$ cat config.mk
export PLATFORM = sky130hd
export DESIGN_NAME = codec_playback_sample_unpacker
export DESIGN_NICKNAME = d
export VERILOG_FILES = /design/src/hdl/cpsu_pkg.sv /design/src/hdl/codec_playback_sample_unpacker.sv
export SDC_FILE = /design/constraint.sdc
export NUM_CORES = 2
export LEC_CHECK = 0
export BUFFER_PORTS_ARGS = -buffer_cell sky130_fd_sc_hd__buf_2
export CORE_MARGIN = 8
export CORE_UTILIZATION = 35
export CTS_CLUSTER_SIZE = 24
export DETAILED_ROUTE_END_ITERATION = 6
export GPL_TIMING_DRIVEN = 0
export PLACE_DENSITY = 0.51
export SLEW_MARGIN = 15
export SYNTH_ARGS = -nofsm -noshare
export SYNTH_HDL_FRONTEND = slang
export SYNTH_SLANG_ARGS = --single-unit
$ cat constraint.sdc
create_clock -name i_clk -period 25.4 [get_ports i_clk]
set_input_delay 5.08 -clock i_clk [delete_from_list [all_inputs] [get_ports i_clk]]
set_output_delay 5.08 -clock i_clk [all_outputs]
set_load 0.05 [all_outputs]
$ cat src/hdl/cpsu_pkg.sv
// Package for the playback sample unpacker: payload types, codes, constants,
// sample decode functions and the gain table generator. No dependencies.
`timescale 1ns / 1ps

package cpsu_pkg;

    localparam int GAIN_FRAC_BITS_DEF = 16;

    // configuration port
    localparam int CFG_IDX_W  = 3;
    localparam int CFG_DATA_W = 16;

    localparam logic [CFG_IDX_W-1:0] REG_STEREO      = 3'd0;
    localparam logic [CFG_IDX_W-1:0] REG_CODING      = 3'd1;
    localparam logic [CFG_IDX_W-1:0] REG_LEFT_MUTE   = 3'd2;
    localparam logic [CFG_IDX_W-1:0] REG_LEFT_ATTEN  = 3'd3;
    localparam logic [CFG_IDX_W-1:0] REG_RIGHT_MUTE  = 3'd4;
    localparam logic [CFG_IDX_W-1:0] REG_RIGHT_ATTEN = 3'd5;
    localparam logic [CFG_IDX_W-1:0] REG_COUNT_BASE  = 3'd6;
    localparam logic [CFG_IDX_W-1:0] REG_IRQ_ENABLE  = 3'd7;

    // sample coding; 5..7 are reserved
    localparam logic [2:0] CODING_PCM8    = 3'd0;
    localparam logic [2:0] CODING_MULAW   = 3'd1;
    localparam logic [2:0] CODING_PCM16LE = 3'd2;
    localparam logic [2:0] CODING_ALAW    = 3'd3;
    localparam logic [2:0] CODING_PCM16BE = 3'd4;

    localparam logic [15:0] MULAW_BIAS    = 16'h0084;
    localparam logic [7:0]  ALAW_XOR      = 8'h55;
    localparam logic [15:0] ALAW_SEG_BIAS = 16'h0108;
    localparam logic [15:0] ALAW_HALF_LSB = 16'h0008;

    localparam int  GAIN_ENTRIES  = 64;
    // amplitude factor per attenuation step is 10^-0.15 (3 dB units)
    localparam real GAIN_EXP_STEP = 0.15;

    typedef struct packed {
        logic       func;
        logic [7:0] data_byte;
    } t_in_item;

    typedef struct packed {
        logic signed [15:0] left_sample;
        logic signed [15:0] right_sample;
        logic               irq_pending;
        logic               irq_raised;
    } t_out_item;

    // elaboration only: floor(2^frac_bits * 10^(-0.15*idx))
    function automatic int unsigned gain_entry(int frac_bits, int idx);
        real r;
        r = (2.0 ** frac_bits) * (10.0 ** (-GAIN_EXP_STEP * idx));
        return $rtoi(r);
    endfunction

    function automatic logic signed [15:0] decode_mulaw(logic [7:0] b);
        logic [7:0]  nb;
        logic [7:0]  mant;
        logic [15:0] t;
        nb   = ~b;
        mant = {1'b0, nb[3:0], 3'b000} + MULAW_BIAS[7:0];
        t    = {8'h00, mant} << nb[6:4];
        return nb[7] ? $signed(MULAW_BIAS - t) : $signed(t - MULAW_BIAS);
    endfunction

    function automatic logic signed [15:0] decode_alaw(logic [7:0] b);
        logic [7:0]  nb;
        logic [15:0] d;
        nb = b ^ ALAW_XOR;
        d  = {8'h00, nb[3:0], 4'h0};
        if (nb[6:4] == 3'd0) begin
            d = d | ALAW_HALF_LSB;
        end else begin
            d = (d | ALAW_SEG_BIAS) << (nb[6:4] - 3'd1);
        end
        return nb[7] ? $signed(d) : $signed(16'h0000 - d);
    endfunction

    // b0 is the first byte of the channel in the stream
    function automatic logic signed [15:0] decode_channel(logic [2:0] coding,
                                                          logic [7:0] b0,
                                                          logic [7:0] b1);
        logic signed [15:0] s;
        unique case (coding)
            CODING_PCM8:    s = $signed({~b0[7], b0[6:0], 8'h00}); // minus 0x80, times 256
            CODING_MULAW:   s = decode_mulaw(b0);
            CODING_PCM16LE: s = $signed({b1, b0});
            CODING_ALAW:    s = decode_alaw(b0);
            default:        s = $signed({b0, b1});
        endcase
        return s;
    endfunction

endpackage

$ cat src/hdl/codec_playback_sample_unpacker.sv
// Playback sample unpacker: byte gathering, G.711 / PCM decode, channel gain,
// frame counter and sticky interrupt flag. Depends on cpsu_pkg.
`timescale 1ns / 1ps
//
//  channel | handshake                | payload
//  --------+--------------------------+------------------------------------
//  in      | i_in_valid / o_in_stall  | i_in_data  (t_in_item)
//  out     | o_out_valid / i_out_stall| o_out_data (t_out_item)
//  cfg     | i_cfg_wr_en              | i_cfg_idx, i_cfg_data
//
//  One byte or acknowledge per cycle while o_in_stall is low. A frame's result
//  passes from its last byte into the frame register, then through decode and
//  gain multiply into the output register.
//  Reset is synchronous; frame_count loads from count_base (0) at reset.
//  o_in_stall is high only when both the frame and output registers hold a
//  transaction and the output is stalled.

module codec_playback_sample_unpacker
    import cpsu_pkg::*;
#(
    parameter int GAIN_FRAC_BITS = GAIN_FRAC_BITS_DEF
) (
    input  logic                  i_clk,
    input  logic                  i_rst_n,
    input  logic                  i_cfg_wr_en,
    input  logic [CFG_IDX_W-1:0]  i_cfg_idx,
    input  logic [CFG_DATA_W-1:0] i_cfg_data,
    input  logic                  i_in_valid,
    output logic                  o_in_stall,
    input  t_in_item              i_in_data,
    output logic                  o_out_valid,
    input  logic                  i_out_stall,
    output t_out_item             o_out_data
);

    localparam int GAIN_W = GAIN_FRAC_BITS + 1;
    localparam int PROD_W = 16 + GAIN_W + 1;

    // configuration
    logic        r_stereo;
    logic [2:0]  r_coding;
    logic        r_left_mute;
    logic [5:0]  r_left_atten;
    logic        r_right_mute;
    logic [5:0]  r_right_atten;
    logic [15:0] r_count_base;
    logic        r_irq_enable;

    // frame state
    logic [1:0]         r_byte_phase, n_byte_phase;
    logic [23:0]        r_held_bytes, n_held_bytes;
    logic signed [16:0] r_frame_count, n_frame_count;
    logic               r_irq_flag, n_irq_flag;

    // frame register
    logic        r_s1_valid;
    logic [31:0] r_s1_bytes;
    logic        r_s1_pending;
    logic        r_s1_raised;

    // output register
    logic      r_out_valid;
    t_out_item r_out_data;

    logic        in_acc;
    logic        out_ready;
    logic        s1_ready;
    logic        coding_ok;
    logic        wide;
    logic [2:0]  frame_len;
    logic [2:0]  phase_inc;
    logic [1:0]  last_idx;
    logic        frame_done;
    logic        push;
    logic [31:0] frame_bytes;
    logic signed [16:0] fc_base;
    logic        set_flag;
    logic        n_pending;
    logic        n_raised;

    logic [GAIN_W-1:0]  w_gain_rom [GAIN_ENTRIES];
    logic signed [15:0] left_dec, right_dec;
    logic signed [PROD_W-1:0] left_prod, right_prod;
    t_out_item          n_out_data;

    for (genvar a = 0; a < GAIN_ENTRIES; a++) begin : g_gain
        assign w_gain_rom[a] = GAIN_W'(gain_entry(GAIN_FRAC_BITS, a));
    end

    assign out_ready   = !r_out_valid || !i_out_stall;
    assign s1_ready    = !r_s1_valid || out_ready;
    assign o_in_stall  = !s1_ready;
    assign in_acc      = i_in_valid && s1_ready;
    assign o_out_valid = r_out_valid;
    assign o_out_data  = r_out_data;

    // byte gathering and frame counter, resolved at accept time
    always_comb begin
        coding_ok   = (r_coding <= CODING_PCM16BE);
        wide        = (r_coding == CODING_PCM16LE) || (r_coding == CODING_PCM16BE);
        frame_len   = wide ? (r_stereo ? 3'd4 : 3'd2) : (r_stereo ? 3'd2 : 3'd1);
        phase_inc   = {1'b0, r_byte_phase} + 3'd1;
        last_idx    = 2'(frame_len - 3'd1);
        frame_done  = (phase_inc >= frame_len);
        push        = in_acc && !i_in_data.func && coding_ok && frame_done;

        frame_bytes = {8'h00, r_held_bytes};
        frame_bytes[8*last_idx +: 8] = i_in_data.data_byte;

        fc_base       = r_frame_count[16] ? $signed({1'b0, r_count_base}) : r_frame_count;
        set_flag      = r_frame_count[16] && !r_irq_flag;
        n_pending     = r_irq_flag || set_flag;
        n_raised      = set_flag && r_irq_enable;

        n_byte_phase  = r_byte_phase;
        n_held_bytes  = r_held_bytes;
        n_frame_count = r_frame_count;
        n_irq_flag    = r_irq_flag;
        if (in_acc) begin
            if (i_in_data.func) begin
                n_irq_flag = 1'b0;
            end else if (coding_ok) begin
                if (frame_done) begin
                    n_byte_phase  = 2'd0;
                    n_held_bytes  = 24'h000000;
                    n_frame_count = fc_base - 17'sd1;
                    n_irq_flag    = n_pending;
                end else begin
                    n_byte_phase = phase_inc[1:0];
                    n_held_bytes[8*r_byte_phase +: 8] = i_in_data.data_byte;
                end
            end
        end
        // a count_base write also reloads the counter
        if (i_cfg_wr_en && (i_cfg_idx == REG_COUNT_BASE)) begin
            n_frame_count = $signed({1'b0, i_cfg_data});
        end
    end

    always_ff @(posedge i_clk) begin
        if (!i_rst_n) begin
            r_stereo      <= 1'b0;
            r_coding      <= CODING_PCM8;
            r_left_mute   <= 1'b1;
            r_left_atten  <= 6'd0;
            r_right_mute  <= 1'b1;
            r_right_atten <= 6'd0;
            r_count_base  <= 16'd0;
            r_irq_enable  <= 1'b0;
            r_byte_phase  <= 2'd0;
            r_held_bytes  <= 24'h000000;
            r_frame_count <= 17'sd0;
            r_irq_flag    <= 1'b0;
        end else begin
            r_byte_phase  <= n_byte_phase;
            r_held_bytes  <= n_held_bytes;
            r_frame_count <= n_frame_count;
            r_irq_flag    <= n_irq_flag;
            if (i_cfg_wr_en) begin
                unique case (i_cfg_idx)
                    REG_STEREO:      r_stereo      <= i_cfg_data[0];
                    REG_CODING:      r_coding      <= i_cfg_data[2:0];
                    REG_LEFT_MUTE:   r_left_mute   <= i_cfg_data[0];
                    REG_LEFT_ATTEN:  r_left_atten  <= i_cfg_data[5:0];
                    REG_RIGHT_MUTE:  r_right_mute  <= i_cfg_data[0];
                    REG_RIGHT_ATTEN: r_right_atten <= i_cfg_data[5:0];
                    REG_COUNT_BASE:  r_count_base  <= i_cfg_data;
                    REG_IRQ_ENABLE:  r_irq_enable  <= i_cfg_data[0];
                    default: ;
                endcase
            end
        end
    end

    // frame register
    always_ff @(posedge i_clk) begin
        if (!i_rst_n) begin
            r_s1_valid <= 1'b0;
        end else if (s1_ready) begin
            r_s1_valid <= push;
        end
        if (s1_ready && push) begin
            r_s1_bytes   <= frame_bytes;
            r_s1_pending <= n_pending;
            r_s1_raised  <= n_raised;
        end
    end

    // decode and gain
    always_comb begin
        left_dec = decode_channel(r_coding, r_s1_bytes[7:0], r_s1_bytes[15:8]);
        if (!r_stereo) begin
            right_dec = left_dec;
        end else if (wide) begin
            right_dec = decode_channel(r_coding, r_s1_bytes[23:16], r_s1_bytes[31:24]);
        end else begin
            right_dec = decode_channel(r_coding, r_s1_bytes[15:8], r_s1_bytes[23:16]);
        end
        left_prod  = left_dec * $signed({1'b0, w_gain_rom[r_left_atten]});
        right_prod = right_dec * $signed({1'b0, w_gain_rom[r_right_atten]});

        // arithmetic shift is floor for both signs
        n_out_data.left_sample  = r_left_mute ? 16'sd0 : left_prod[GAIN_FRAC_BITS +: 16];
        n_out_data.right_sample = r_right_mute ? 16'sd0 : right_prod[GAIN_FRAC_BITS +: 16];
        n_out_data.irq_pending  = r_s1_pending;
        n_out_data.irq_raised   = r_s1_raised;
    end

    // output register
    always_ff @(posedge i_clk) begin
        if (!i_rst_n) begin
            r_out_valid <= 1'b0;
        end else if (out_ready) begin
            r_out_valid <= r_s1_valid;
        end
        if (out_ready && r_s1_valid) begin
            r_out_data <= n_out_data;
        end
    end

endmodule

==> metrics.log <==
INFO  metric sw_frac_of_total = between 40 and 50%
INFO  metric detailedRoute.firstPassIterationCount = 5
INFO  metric post-cts-setup-buffer-count = 0
INFO  metric io_pins = 69
INFO  metric worst_skew_pair.late_latency = between 0.5 and 0.6 ns
INFO  metric remaining_drc_errors = 0
INFO  metric syn-instance-count = 3650
INFO  metric synth_seq_cells = around 150
INFO  metric first_pass_grt_wire_length = approximately 160000 um
INFO  metric power.total = 1.22 mW
INFO  metric via_count_of_the_first_global_routing_pass = 26955
INFO  metric crit_path_top_delay_cell = o31ai_1
INFO  metric status = complete, no violations
INFO  metric final_layout_size_suffix_gt1_share = 6.02%
INFO  metric final_wl = roughly 100000 um
INFO  metric crit_fanout = 10
INFO  metric nets = 4458
INFO  metric power.density_cell_area = between 30 and 40 mW/mm2
INFO  metric core_area = around 0.085 mm2
INFO  metric share_comb_of_total_power = a little over half
INFO  metric end_kind = flip-flop
INFO  metric final_antenna_net_count = 0
INFO  metric worst-slew-pin-transition = about 1.2 ns
INFO  metric gr_util_met3 = 2.86%
INFO  metric post_cts_repair_resize_count = 0
INFO  metric dp_worst_setup_slack = approximately 13 ns
INFO  metric power.ir.vdd_worst = between 0.00006 and 0.00007 V
INFO  metric synth_edf_count = 68
INFO  metric die_w = about 310 um
INFO  metric synthArstFlopShare = 0%
INFO  metric areaGrowthSynthToFinish = 8.46%
INFO  metric hold_path.class = flip-flop to flip-flop
INFO  metric floorplan.initialDensity = a little over a third
INFO  metric worst_path_required = around 26 ns
INFO  metric rsz0062_at_grt = false
INFO  metric gr-usage-met2 = 36.1%
INFO  metric grt_remaining_overflow = 0
INFO  metric clock_transition_at_the_registers_of_the_reported_paths = around 0.090 ns
INFO  metric internal_power = between 0.6 and 0.7 mW
INFO  metric core.rowCount = 107
INFO  metric cp-start-kind = flip-flop
INFO  metric power.clock.fraction = 23.5%
INFO  metric gr-usage-all-layers = a little over a fifth
INFO  metric cts_num_sinks = ~150
INFO  metric final.setup.tns = 0 ns
INFO  metric grt_max_degree = 33
INFO  metric n_fill_cell = a little over 9000
INFO  metric ys_types = roughly 110
INFO  metric die-area = around 0.096 mm2
INFO  metric clk_path_buf_depth = 2
INFO  metric synth_area_per_cell = ~8.3 um2
INFO  metric fin_worst_skew = roughly 0.020 ns
INFO  metric max_cap_violations = 0
INFO  metric final_min_period_over_clock_period = 49.8%
INFO  metric post_synth_instance_area = around 0.03 mm2
INFO  metric fin_ws = between 10 and 15 ns
INFO  metric ff_latch_area = 0.00366 mm2
INFO  metric cts_max_level = 4
INFO  metric p_sw = between 0.5 and 0.6 mW
INFO  metric synth_flop_cell = dfxtp_1
INFO  metric met1_usage = roughly 29%
INFO  metric critPathArrivalTime = about 13 ns
INFO  metric tritoncts = yes
INFO  metric globalplace.congestion = 0.939
INFO  metric slew_hr = about a fifth
INFO  metric final_period_minus_worst_setup_slack = ~13 ns
INFO  metric p_leak = 15.0 nW
INFO  metric critPathMaxStageDelay = between 0.7 and 0.8 ns
INFO  metric dpl.hpwl = 81300 um
INFO  metric timing.setup.critical_path_class = flip-flop to flip-flop
INFO  metric route.detailed.wl_per_inst = slightly above 20 um
INFO  metric final-max-slew-violation-count = 0
INFO  metric detail_routed_via_count_per_cell = 5.34
INFO  metric die_h = roughly 310 um
INFO  metric multi_input_area = ~0.024 mm2
INFO  metric layout.cells.most_common = inv_1
INFO  metric final_core_util = between 30% and 40%
INFO  metric synth.yosys.seq_area_share = between 10% and 20%
INFO  metric holdWs = 0.427 ns
INFO  metric detailedRoute.firstIterationViolations = 2045
INFO  metric maxClockFrequency = ~80 MHz
INFO  metric total_via_count_in_the_routed_design = approximately 26000
INFO  metric io_buffers = 66
INFO  metric hold_violations = 0
INFO  metric seq_power_share = between 20 and 25%
INFO  metric ys_warn_count = 0
INFO  metric grt.busiest_layer = met2
INFO  metric synthesis.nets = between 4000 and 5000
INFO  metric cts-root-buf = clkbuf_16
INFO  metric number_of_hold_repair_buffers_added_at_the_cts_stage = 0
INFO  metric tritoncts.num_buffers = 17
INFO  metric setup_violations = 0
INFO  metric final_cell_mix = inv_1, nand2_1, fa_1, nor2_1, ha_1
INFO  metric num_antenna_cells = 0
INFO  metric number_of_antenna_violations_at_the_first_check_in_global_routing = 1
layer usage:
layer / share of wire (%) / routed length, um
met5: 0.013 / 13
met3: 5.4 / 5390
met4: 2.4 / 2440
met1: 45 / 45200
met2: 47 / 47600
path summary, 6_finish.rpt:
kind	startpoint	endpoint	slack (ns)	cells after the start
max	r_s1_bytes[13]	o_out_data[17]	12.76	35
min	r_s1_pending	o_out_data[1]	0.43	0
max reg2reg	r_s1_bytes[13]	o_out_data[17]	12.76	35
min reg2reg	r_s1_pending	o_out_data[1]	0.43	0
synth_stat cells (all sizes together), types with 10 or more instances:
cell	instances	area [um2]
inv	549	2060
nand2	442	1660
fa	414	8290
nor2	333	1250
ha	269	3370
clkbuf	145	544
a21oi	136	684
o21ai	116	584
nand3	82	410
dfxtp	81	1620
nor3	78	395
nor2b	69	439
edfxtp	68	2040
mux2i	65	651
buf	64	305
and2	63	397
nand2b	56	350
a21boi	44	334
xnor2	42	368
a21o	41	308
a22oi	37	288
a211oi	29	218
or3	27	169
a31oi	24	165
o21a	23	173
xor2	23	201
o22ai	22	144
or2	22	138
and3	20	130
nand4	15	100
o211ai	15	113
nor3b	13	109
a211o	12	105
a221oi	12	105
a22o	11	96.3
mux2	11	124
a2111oi	10	93.8
o31ai	10	80.1
cell type report:
cell class	instances	area share [%]
tap	1144	4.38
multi-input combinational	2742	72.2
clock buffer	17	1.30
inverter	550	6.33
timing repair buffer	73	1.32
sequential	149	11.2
clock inverter	15	0.632
buffer	209	2.60
power groups by stage:
stage,clock (mW),combinational (mW),sequential (mW)
after floorplan,0,0.475,0.280
after global placement,0,0.658,0.277
after detailed placement,0,0.660,0.276
after CTS,0.298,0.667,0.271
after global routing,0.303,0.751,0.272
final,0.286,0.659,0.271
flip-flops by register name, indices dropped and copies added, names as in the netlist, 2 cells and up:
signal / cells
r_count_base: 16
r_right_atten: 6
r_held_bytes: 24
r_left_atten: 6
r_frame_count: 17
o_out_data: 34
r_coding: 3
r_s1_bytes: 32
r_byte_phase: 2
cells by family (layout without fill, tap and decap cells):
kind of cell               Yosys count  after routing  share of synthesized area, %
AOI/OAI and AO/OA                  645            645                          14.9
xor gates and xnor gates            65             65                          1.89
adders and majority gates          683            683                          38.7
buffers and inverters              759            864                          9.68
DFF                                149            149                          12.2
muxes                               80             80                          2.87
and+or+nand+nor                   1269           1269                          19.8
critical path, delay by kind of cell, from the launching register on:
family | cells | cell delay [ns]
and+or+nand+nor | 8 | 2.71
buffers and inverters | 9 | 1.80
AOI/OAI and AO/OA | 8 | 2.89
DFF | 1 | 0.44
xor gates and xnor gates | 1 | 0.30
adders and majority gates | 9 | 4.24
through the flow:
stage / area, um2 / std cells
2_1_floorplan: 30100 / 3650
3_3_place_gp: 31900 / 4860
3_5_place_dp: 32000 / 4867
4_1_cts: 32700 / 4899
5_1_grt: 32700 / 4899
6_report: 32700 / 4899
(Power assumes the default switching activity.)
